File: src/rtl/core/rtd_pkg.sv
// ----------------------------------------------------------------------------
// rtd_pkg
// Shared status codes and field widths for the run-length token decoder.
// ----------------------------------------------------------------------------
package rtd_pkg;

    localparam int DATA_W   = 64;
    localparam int COUNT_W  = 4;
    localparam int STATUS_W = 2;
    localparam int CAP_W    = 24;
    localparam int MAX_LANES = 8;

    localparam logic [STATUS_W-1:0] ST_DATA      = 2'd0;
    localparam logic [STATUS_W-1:0] ST_OK        = 2'd1;
    localparam logic [STATUS_W-1:0] ST_MALFORMED = 2'd2;
    localparam logic [STATUS_W-1:0] ST_CAP       = 2'd3;

endpackage

File: src/rtl/core/rle_token_decompressor.sv
// Control, non-final literal and skipped bytes are consumed in the input state.
// A run value releases ceil(n / lanes) results, one per cycle while not stalled.
// A closed literal token drains through the memory read port, one result every
//   lanes bytes; a status result, when due, follows the last data result.
// Input stalls in the run, literal and status states. Reset clears control and
//   output state; the literal buffer is not cleared and needs no clearing pass.
// ----------------------------------------------------------------------------
// rle_token_decompressor
// Decodes a run-length byte stream into packed output words with cap and
// malformed-stream checking. Literal bytes are buffered in a 128-entry memory.
// ----------------------------------------------------------------------------
module rle_token_decompressor #(
    parameter int OUT_BYTES = 8
) (
    input  logic                           clk,
    input  logic                           rst_n,
    input  logic                           cfg_we,
    input  logic [rtd_pkg::CAP_W-1:0]      cfg_wdata,
    input  logic                           in_valid,
    output logic                           in_stall,
    input  logic [7:0]                     in_byte,
    input  logic                           in_last,
    output logic                           out_valid,
    input  logic                           out_stall,
    output logic [rtd_pkg::DATA_W-1:0]     out_data,
    output logic [rtd_pkg::COUNT_W-1:0]    out_count,
    output logic [rtd_pkg::STATUS_W-1:0]   out_status,
    output logic                           out_last
);

    localparam int LANES  = (OUT_BYTES > rtd_pkg::MAX_LANES) ? rtd_pkg::MAX_LANES :
                            ((OUT_BYTES < 1) ? 1 : OUT_BYTES);
    localparam int LANE_W = (LANES > 1) ? $clog2(LANES) : 1;
    localparam logic [LANE_W-1:0] LANE_TOP = LANE_W'(LANES - 1);
    localparam logic [7:0] LANES_B = 8'(LANES);
    localparam int CW = rtd_pkg::CAP_W;

    typedef enum logic [1:0] {S_IN, S_RUN, S_LIT, S_STAT} state_t;
    typedef enum logic [1:0] {P_CTRL, P_RUNVAL, P_LIT, P_SKIP} phase_t;

    state_t                 state_reg, state_next;
    phase_t                 phase_reg, phase_next;
    logic [6:0]             tok_reg, tok_next;
    logic [6:0]             fill_reg, fill_next;
    logic [CW-1:0]          total_reg, total_next;
    logic [CW-1:0]          cap_reg, cap_next;
    logic                   tail_ok_reg, tail_ok_next;
    logic [1:0]             stat_reg, stat_next;
    logic [7:0]             run_byte_reg, run_byte_next;
    logic [7:0]             remain_reg, remain_next;
    logic [7:0]             n_reg, n_next;
    logic [7:0]             rd_cnt_reg, rd_cnt_next;
    logic [7:0]             got_cnt_reg, got_cnt_next;
    logic                   rd_pend_reg, rd_pend_next;
    logic [LANE_W-1:0]      lane_reg, lane_next;
    logic [63:0]            pack_reg, pack_next;
    logic                   out_valid_reg, out_valid_next;
    logic [63:0]            out_data_reg, out_data_next;
    logic [3:0]             out_count_reg, out_count_next;
    logic [1:0]             out_status_reg, out_status_next;
    logic                   out_last_reg, out_last_next;

    logic [7:0]             lit_mem [128];
    logic [7:0]             rd_data_reg;
    logic                   mem_we;
    logic                   mem_re;

    logic                   accept;
    logic                   out_free;
    logic [7:0]             tok_len;
    logic [CW:0]            sum;
    logic                   over_cap;
    logic [7:0]             chunk;
    logic                   run_final;
    logic [63:0]            run_word;
    logic [63:0]            lit_word;
    logic                   lit_final;
    logic                   chunk_end;
    logic                   cap_ok;
    logic                   release_tok;

    assign in_stall   = (state_reg != S_IN);
    assign accept     = in_valid && (state_reg == S_IN);
    assign out_free   = !out_valid_reg || !out_stall;
    assign tok_len    = {1'b0, tok_reg} + 8'd1;
    assign sum        = {1'b0, total_reg} + {{(CW - 7){1'b0}}, tok_len};
    assign over_cap   = sum > {1'b0, cap_reg};
    assign chunk      = (remain_reg >= LANES_B) ? LANES_B : remain_reg;
    assign run_final  = (remain_reg <= LANES_B);
    assign lit_word   = pack_reg | ({56'd0, rd_data_reg} << {lane_reg, 3'b000});
    assign lit_final  = (got_cnt_reg + 8'd1 == n_reg);
    assign chunk_end  = (lane_reg == LANE_TOP) || lit_final;
    assign cap_ok     = (state_reg == S_LIT) && rd_pend_reg && (!chunk_end || out_free);
    assign mem_re     = (state_reg == S_LIT) && (rd_cnt_reg < n_reg) && (!rd_pend_reg || cap_ok);

    always_comb
    begin
        for (int i = 0; i < 8; i++)
        begin
            run_word[8*i +: 8] = (8'(i) < chunk) ? run_byte_reg : 8'd0;
        end
    end

    always_comb
    begin
        state_next      = state_reg;
        phase_next      = phase_reg;
        tok_next        = tok_reg;
        fill_next       = fill_reg;
        total_next      = total_reg;
        cap_next        = cfg_we ? cfg_wdata : cap_reg;
        tail_ok_next    = tail_ok_reg;
        stat_next       = stat_reg;
        run_byte_next   = run_byte_reg;
        remain_next     = remain_reg;
        n_next          = n_reg;
        rd_cnt_next     = rd_cnt_reg;
        got_cnt_next    = got_cnt_reg;
        rd_pend_next    = rd_pend_reg;
        lane_next       = lane_reg;
        pack_next       = pack_reg;
        out_valid_next  = out_stall ? out_valid_reg : 1'b0;
        out_data_next   = out_data_reg;
        out_count_next  = out_count_reg;
        out_status_next = out_status_reg;
        out_last_next   = out_last_reg;
        mem_we          = 1'b0;
        release_tok     = 1'b0;

        unique case (state_reg)
            S_IN:
            begin
                if (accept)
                begin
                    unique case (phase_reg)
                        P_CTRL:
                        begin
                            tok_next  = in_byte[6:0];
                            fill_next = 7'd0;
                            if (in_last)
                            begin
                                stat_next  = rtd_pkg::ST_MALFORMED;
                                state_next = S_STAT;
                                total_next = '0;
                            end
                            else
                            begin
                                phase_next = in_byte[7] ? P_RUNVAL : P_LIT;
                            end
                        end
                        P_RUNVAL:
                        begin
                            release_tok = 1'b1;
                        end
                        P_LIT:
                        begin
                            mem_we    = 1'b1;
                            fill_next = fill_reg + 7'd1;
                            if (fill_reg == tok_reg)
                            begin
                                release_tok = 1'b1;
                            end
                            else if (in_last)
                            begin
                                stat_next  = rtd_pkg::ST_MALFORMED;
                                state_next = S_STAT;
                                phase_next = P_CTRL;
                                total_next = '0;
                            end
                        end
                        default:
                        begin
                            if (in_last)
                            begin
                                phase_next = P_CTRL;
                                total_next = '0;
                            end
                        end
                    endcase

                    if (release_tok)
                    begin
                        if (over_cap)
                        begin
                            stat_next  = rtd_pkg::ST_CAP;
                            state_next = S_STAT;
                            phase_next = in_last ? P_CTRL : P_SKIP;
                            if (in_last)
                            begin
                                total_next = '0;
                            end
                        end
                        else
                        begin
                            total_next   = in_last ? '0 : sum[CW-1:0];
                            phase_next   = P_CTRL;
                            tail_ok_next = in_last;
                            if (phase_reg == P_RUNVAL)
                            begin
                                run_byte_next = in_byte;
                                remain_next   = tok_len;
                                state_next    = S_RUN;
                            end
                            else
                            begin
                                n_next       = tok_len;
                                rd_cnt_next  = 8'd0;
                                got_cnt_next = 8'd0;
                                rd_pend_next = 1'b0;
                                lane_next    = '0;
                                pack_next    = '0;
                                state_next   = S_LIT;
                            end
                        end
                    end
                end
            end
            S_RUN:
            begin
                if (out_free)
                begin
                    out_valid_next  = 1'b1;
                    out_data_next   = run_word;
                    out_count_next  = chunk[3:0];
                    out_status_next = rtd_pkg::ST_DATA;
                    out_last_next   = run_final && !tail_ok_reg;
                    remain_next     = remain_reg - chunk;
                    if (run_final)
                    begin
                        stat_next  = rtd_pkg::ST_OK;
                        state_next = tail_ok_reg ? S_STAT : S_IN;
                    end
                end
            end
            S_LIT:
            begin
                if (mem_re)
                begin
                    rd_cnt_next  = rd_cnt_reg + 8'd1;
                    rd_pend_next = 1'b1;
                end
                else if (cap_ok)
                begin
                    rd_pend_next = 1'b0;
                end
                if (cap_ok)
                begin
                    got_cnt_next = got_cnt_reg + 8'd1;
                    if (chunk_end)
                    begin
                        out_valid_next  = 1'b1;
                        out_data_next   = lit_word;
                        out_count_next  = 4'({1'b0, lane_reg}) + 4'd1;
                        out_status_next = rtd_pkg::ST_DATA;
                        out_last_next   = lit_final && !tail_ok_reg;
                        pack_next       = '0;
                        lane_next       = '0;
                    end
                    else
                    begin
                        pack_next = lit_word;
                        lane_next = lane_reg + LANE_W'(1);
                    end
                    if (lit_final)
                    begin
                        stat_next  = rtd_pkg::ST_OK;
                        state_next = tail_ok_reg ? S_STAT : S_IN;
                    end
                end
            end
            default:
            begin
                if (out_free)
                begin
                    out_valid_next  = 1'b1;
                    out_data_next   = '0;
                    out_count_next  = 4'd0;
                    out_status_next = stat_reg;
                    out_last_next   = 1'b1;
                    state_next      = S_IN;
                end
            end
        endcase
    end

    always_ff @(posedge clk or negedge rst_n)
    begin
        if (!rst_n)
        begin
            state_reg      <= S_IN;
            phase_reg      <= P_CTRL;
            tok_reg        <= '0;
            fill_reg       <= '0;
            total_reg      <= '0;
            cap_reg        <= '1;
            tail_ok_reg    <= 1'b0;
            stat_reg       <= rtd_pkg::ST_DATA;
            run_byte_reg   <= '0;
            remain_reg     <= '0;
            n_reg          <= '0;
            rd_cnt_reg     <= '0;
            got_cnt_reg    <= '0;
            rd_pend_reg    <= 1'b0;
            lane_reg       <= '0;
            pack_reg       <= '0;
            out_valid_reg  <= 1'b0;
            out_data_reg   <= '0;
            out_count_reg  <= '0;
            out_status_reg <= rtd_pkg::ST_DATA;
            out_last_reg   <= 1'b0;
        end
        else
        begin
            state_reg      <= state_next;
            phase_reg      <= phase_next;
            tok_reg        <= tok_next;
            fill_reg       <= fill_next;
            total_reg      <= total_next;
            cap_reg        <= cap_next;
            tail_ok_reg    <= tail_ok_next;
            stat_reg       <= stat_next;
            run_byte_reg   <= run_byte_next;
            remain_reg     <= remain_next;
            n_reg          <= n_next;
            rd_cnt_reg     <= rd_cnt_next;
            got_cnt_reg    <= got_cnt_next;
            rd_pend_reg    <= rd_pend_next;
            lane_reg       <= lane_next;
            pack_reg       <= pack_next;
            out_valid_reg  <= out_valid_next;
            out_data_reg   <= out_data_next;
            out_count_reg  <= out_count_next;
            out_status_reg <= out_status_next;
            out_last_reg   <= out_last_next;
        end
    end

    // literal buffer: written while gathering, drained after the token closes
    always_ff @(posedge clk)
    begin
        if (mem_we)
        begin
            lit_mem[fill_reg] <= in_byte;
        end
        if (mem_re)
        begin
            rd_data_reg <= lit_mem[rd_cnt_reg[6:0]];
        end
    end

    assign out_valid  = out_valid_reg;
    assign out_data   = out_data_reg;
    assign out_count  = out_count_reg;
    assign out_status = out_status_reg;
    assign out_last   = out_last_reg;

endmodule

File: config.mk
export PLATFORM = sky130hd
export DESIGN_NAME = rle_token_decompressor
export DESIGN_NICKNAME = d
export VERILOG_FILES = /design/src/rtl/core/rtd_pkg.sv /design/src/rtl/core/rle_token_decompressor.sv
export SDC_FILE = /design/constraint.sdc
export NUM_CORES = 2
export LEC_CHECK = 0
export ABC_AREA = 0
export BUFFER_PORTS_ARGS = -buffer_cell sky130_fd_sc_hd__buf_4
export CORE_ASPECT_RATIO = 1.1
export CORE_UTILIZATION = 35
export CTS_CLUSTER_DIAMETER = 120
export DETAILED_ROUTE_END_ITERATION = 16
export GPL_TIMING_DRIVEN = 0
export PLACE_DENSITY = 0.59
export SLEW_MARGIN = 10
export SYNTH_ARGS = -nofsm -noshare
export SYNTH_HDL_FRONTEND = slang
export SYNTH_SLANG_ARGS = --single-unit
File: constraint.sdc
create_clock -name clk -period 8.15 [get_ports clk]
set_input_delay 0.815 -clock clk [delete_from_list [all_inputs] [get_ports clk]]
set_output_delay 0.815 -clock clk [all_outputs]
set_load 0.005 [all_outputs]
Word level (Yosys, flattened, before mapping)
Memory sizes are Yosys's and may differ from the RTL's. A register that Yosys moved wholly into a read port is not among the register bits.
Index checks and enable logic that the tools add are counted.

operators by class
  shift-type cells = 1
  reduce and logical (&&, ||, !) cells = 39
  magnitude comparators = 12
  add/sub/neg operators = 8
  eq/ne operators = 24
  muxes and demuxes = 118
  bitwise logic cells = 4

operators by type and width
  cell                                               count
  two-way mux 64 bit                                 10
  case mux 64 bit (3 select lines)                   1
  two-way mux 8 bit                                  20
  two-way mux 24 bit                                 6
  case mux 64 bit (2 select lines)                   1
  bitwise OR 64 bit                                  1
  left shift 8 x 6 -> 64 bit                         1
  two-way mux 2 bit                                  31
  case mux 24 bit (2 select lines)                   1
  case mux 8 bit (2 select lines)                    3
  < comparator 3 x 8 -> 1 bit, first input constant  4
  AND reduction 6 bit                                5
  adder 24 x 8 -> 25 bit                             1
  greater-than comparator 25 x 24 -> 1 bit           1
  case mux 2 bit (3 select lines)                    4
  two-way mux 1 bit                                  22
  AND reduction 5 bit                                4
  two-way mux 3 bit                                  6
  inequality test 2 bit, second input constant       9
  adder 8 x 1 -> 8 bit, second input constant        2
  < comparator 1 x 8 -> 1 bit, first input constant  2
  < comparator 2 x 8 -> 1 bit, first input constant  2
  two-way mux 4 bit                                  4
  case mux 7 bit (2 select lines)                    1
  33 further kinds                                   64

word-level totals
  input port bits = 38
  memories kept = 1
  logic and storage cells = 228
  memory bits (writable) = 1024
  register bits after elaboration = 249
  output and inout bits = 73

memories
  memory   depth  bits a word  rd ports  clocked after memory_dff  write ports  line                          source
  lit_mem  128    8            1         1                         1            rle_token_decompressor.sv:63  logic [7:0] lit_mem [128];

Depth between registers and ports, before layout
  depth in word-level cells = 10
  mapped depth = 24
  depth with buffers taken out = 20

Least setup slack after synthesis
OpenSTA, ideal clock, no wires.

  path type = flip-flop to flip-flop
  from = register tok_reg[0]
  to = register rd_cnt_reg[6]
  buffers on the path = 2
  setup time = 0.081 ns
  arrival = 4.959 ns
  data required time = 8.069 ns
  setup slack = 3.110 ns
  clock period less this slack = 5.040 ns
  stages on the path, launching flop included = 23
  cell sequence = dfrtp_1 ha_1 nand3_1 xnor2_1 ha_1 nand2_1 o31a_1 nor2_1 nand3_1 nor2_1 nand3_1 xnor2_1 ha_1 a21oi_1 nor3_1 nor4_1 o2111ai_2 a2111o_1 buf_4 and2_4 buf_6 or4_4 o211ai_2

RTL lines
  what                                      line                           source
  start, declared                           rle_token_decompressor.sv:43   logic [6:0] tok_reg, tok_next;
  start signal, assigned                    rle_token_decompressor.sv:316  tok_reg <= tok_next;
  adder 7 x 1 -> 8 bit                      rle_token_decompressor.sv:85   assign tok_len = {1'b0, tok_reg} + 8'd1;
  via tok_len[4]                            rle_token_decompressor.sv:70   logic [7:0] tok_len;
  adder 24 x 8 -> 25 bit                    rle_token_decompressor.sv:86   assign sum = {1'b0, total_reg} + {{(CW - 7){1'b0}}, tok_len};
  greater-than comparator 25 x 24 -> 1 bit  rle_token_decompressor.sv:87   assign over_cap = sum > {1'b0, cap_reg};
  inequality test 2 bit (no source line)    --
  AND reduction 6 bit (no source line)      --
  end signal, assigned                      rle_token_decompressor.sv:325  rd_cnt_reg <= rd_cnt_next;
  end, declared                             rle_token_decompressor.sv:52   logic [7:0] rd_cnt_reg, rd_cnt_next;

The timed path passes the listed nets, and every way through them passes these cells. The select of a mux whose other input is x is not followed.
A chain may end at the register's enable or synchronous reset.

Worst setup path after layout
  from = register tok_reg[0]
  to = register pack_reg[58]

RTL lines
  what                                      line                           source
  adder 7 x 1 -> 8 bit                      rle_token_decompressor.sv:85
  via tok_len[5]                            rle_token_decompressor.sv:70
  adder 24 x 8 -> 25 bit                    rle_token_decompressor.sv:86
  greater-than comparator 25 x 24 -> 1 bit  rle_token_decompressor.sv:87
  inequality test 2 bit (no source line)    --
  AND reduction 6 bit (no source line)      --
  end signal, assigned                      rle_token_decompressor.sv:329  pack_reg <= pack_next;
  end, declared                             rle_token_decompressor.sv:56   logic [63:0] pack_reg, pack_next;

The timed path passes the listed nets, and every way through them passes these cells. The select of a mux whose other input is x is not followed.

==> results.json <==
{
  "holdPathStages": 3,
  "fin_crit_ps": 6760,
  "ir_drop_mv": 0.217,
  "grt_use_met2_pct": 30.2,
  "avgSynthCellArea_um2": 17.2,
  "cts_resized": 0,
  "root_buffer": "clkbuf_16",
  "synth_flop_cell": "edfxtp_1",
  "postSynth.asyncResetShare_pct": 19.4,
  "gp_congestion": 0.875,
  "crit_path_max_fanout": 10,
  "drc": 0,
  "reg2reg_depth": 22,
  "seq_area_frac_synth_pct": 69.4,
  "max_cap_viol_count": 0,
  "ioPinCount": 111,
  "netlist_area_um2": 53700,
  "power.switching_uw": 6990,
  "dieWidth_um": 375,
  "dieArea_um2": 155000,
  "drive_above_1_share_pct": 22.5,
  "use_met1_pct": 23.5,
  "grt_max_degree": 132,
  "p_int_uw": 14200,
  "area_growth_pct": 14.9,
  "htree_levels": 4,
  "largest_reg_flops": 1024,
  "switching_share_pct": 33.0,
  "fmax_ghz": 0.148,
  "rsz0062_at_grt": "no",
  "r2r_slack_ps": 1390,
  "gr-total-overflow": 0,
  "power.density_nw_per_um2": 344,
  "finalSetupViolations": 0,
  "end_kind": "flip-flop",
  "final_util_pct": 40.6,
  "skew_ps": 19.1,
  "dp_hpwl_um": 91500,
  "clk_path_buf_depth": 3,
  "total_power_uw": 21200,
  "track_usage_pct": 17.9,
  "cts.sinks": 1281,
  "clkTransAtPathRegs_ps": 60,
  "io_buffers": 108,
  "hold_viol": 0,
  "ys_warn_count": 0,
  "p_leak_uw": 0.0208,
  "start_kind": "flip-flop",
  "synthCells": 3117,
  "slew_headroom_pct": 4.35,
  "drtIter0Drc": 2723,
  "firstDrtPassIters": 5,
  "whs_ps": 273,
  "setup_tns_ps": 0,
  "vias": 29500,
  "num_rows": 150,
  "pwr-share-clk_pct": 29.6,
  "fin_crit_sh_pct": 83.0,
  "core_area_um2": 152000,
  "crit_required_ps": 8830,
  "drtAntennaViolNets": 0,
  "antenna_found_initial": 1,
  "synth_enable_flop_cells": 1032,
  "pwr-share-comb_pct": 32.9,
  "grt_pass1_wl_um": 204000,
  "nNetsFinal": 3469,
  "clk_latency_ps": 770,
  "synthDistinctLibCells": 81,
  "grt.busiest_layer": "met2",
  "grtUsageMet3_pct": 3.00,
  "dieHeight_um": 413,
  "tritoncts": "done",
  "hold_path.class": "input port to flip-flop",
  "grt_pass1_vias": 30000,
  "wl_per_cell_um": 25.2,
  "ys_seq_elements": 1281,
  "drv_slew": 0,
  "wirelength_um": 137000,
  "status": "completed",
  "start_util_pct": 35.3,
  "worstPathArrival_ps": 7440,
  "synth_nets": 3211,
  "power_frac_seq_pct": 37.5,
  "cts_buffers": 139,
  "crit_type": "flip-flop to flip-flop",
  "vias_per_cell": 5.40,
  "max_slew.worst_pin.slew_ps": 1430,
  "cts_setup_buffers": 0
}
[layer usage]
metal,vias up,wire [µm]
li1,12900,-
met1,15400,56500
met2,1075,68800
met3,191,8370
met4,0,3720
met5,-,0
[Yosys cell counts (all sizes together) (23+ instances only)]
| cell type | instances | area (µm²) |
|---|---|---|
| a31oi | 84 | 526 |
| mux4 | 336 | 7570 |
| mux2i | 27 | 270 |
| mux2 | 80 | 901 |
| inv | 81 | 304 |
| nor3 | 25 | 125 |
| nand3 | 60 | 305 |
| o21ai | 80 | 404 |
| xnor2 | 33 | 289 |
| ha | 55 | 688 |
| a22o | 23 | 201 |
| nand2 | 151 | 567 |
| o22ai | 28 | 175 |
| nor2b | 47 | 294 |
| nor2 | 239 | 897 |
| buf | 71 | 428 |
| a21oi | 94 | 474 |
| dfstp | 24 | 631 |
| edfxtp | 1032 | 31000 |
| dfrtp | 225 | 5630 |
| clkbuf | 127 | 477 |
[power by group through the flow]
stage               combinational, µW  sequential (µW)  clock (µW)
floorplan                        4540             7940           0
global placement                 6960             8080           0
detailed placement               7020             8080           0
CTS                              7050             7950        6380
global route                     7440             8010        6620
finish                           6980             7970        6270
[stage by stage]
| stage | instances | area, µm² | worst slack, ps |
|---|---|---|---|
| finish | 5460 | 61700 | 1390 |
| global route | 5459 | 61700 | 904 |
| CTS | 5458 | 61600 | 1450 |
| detailed placement | 5208 | 57100 | 1440 |
| global placement | 5201 | 56900 | 1500 |
| floorplan | 3117 | 53700 | 3110 |
[what timing repair did]
action / 4_1_cts / 5_1_grt
hold buffers: 1 / 0
setup endpoints to repair: 0 / 0
hold endpoints to repair: 10 / 0
[kinds of logic (layout without fill, tap and decap cells)]
kind of cell / Yosys count / count (layout) / share of synthesized area (%)
AO/OA/AOI/OAI: 413 / 413 / 4.93
XOR/XNOR: 44 / 44 / 0.718
adder cells (fa/ha/maj): 56 / 56 / 1.32
buffers and inverters: 280 / 646 / 2.26
flip-flops: 1281 / 1281 / 69.4
multiplexers: 443 / 443 / 16.3
other: 1 / 2 / 0.00699
AND/OR/NAND/NOR: 599 / 599 / 5.06
[worst max-delay path, cell delays in order (launching register included)]
cell	delay [ps]
dfrtp_1	590
and3_1	280
nand3_1	110
xnor2_1	590
ha_1	240
nand2_1	70
o31a_1	330
nor2_1	490
nand3_1	320
nor2_1	320
nand3_1	190
xnor2_1	210
ha_1	270
a21oi_1	140
nor3_1	80
nor4_1	350
o2111ai_2	230
a2111o_1	420
buf_4	180
a22oi_2	420
clkbuf_1	540
a31oi_1	160
nor2_1	140
[worst paths after layout]
path	startpoint	end
worst max-delay path	tok_reg[0]	pack_reg[58]
min in group asynchronous	rst_n	total_reg[2]
worst max register to register	tok_reg[0]	pack_reg[58]
worst min-delay path	cfg_wdata[4]	cap_reg[4]
worst min register to register	out_status[0]	out_status[0]
max in group asynchronous	rst_n	out_data[36]
[cell type report]
class / count / area (µm²)
Fill cell: 13700 / 90400
Sequential cell: 1281 / 37300
Buffer: 198 / 905
Antenna cell: 1 / 2.50
Timing Repair Buffer: 117 / 1030
Inverter: 82 / 308
Clock inverter: 71 / 805
Multi-Input combinational cell: 1556 / 15200
Tap cell: 1976 / 2470
Clock buffer: 178 / 3700
[cells in the final DEF (no fill, tap or decap), types with 11 or more instances in the layout]
master and n:
mux2_1 36, clkbuf_1 161, nand4_1 12, ha_1 55, nor2b_1 47, xnor2_1 33
mux4_2 336, a21o_1 17, buf_4 105, bufinv_16 14, a31oi_1 84, xor2_1 11
nor2_1 239, o22ai_1 28, buf_2 36, nor3_1 25, buf_1 17, mux2_2 44
dfrtp_1 225, nand2_1 151, dfstp_2 24, mux2i_1 27, clkinv_2 18, buf_6 23
o21ai_0 76, a21oi_1 93, nand3_1 59, and3_1 13, inv_1 80, clkbuf_16 141
a22o_1 23, clkinv_1 23, edfxtp_1 1032, o31ai_1 13
Note: power is estimated with default switching activity, not from simulation.
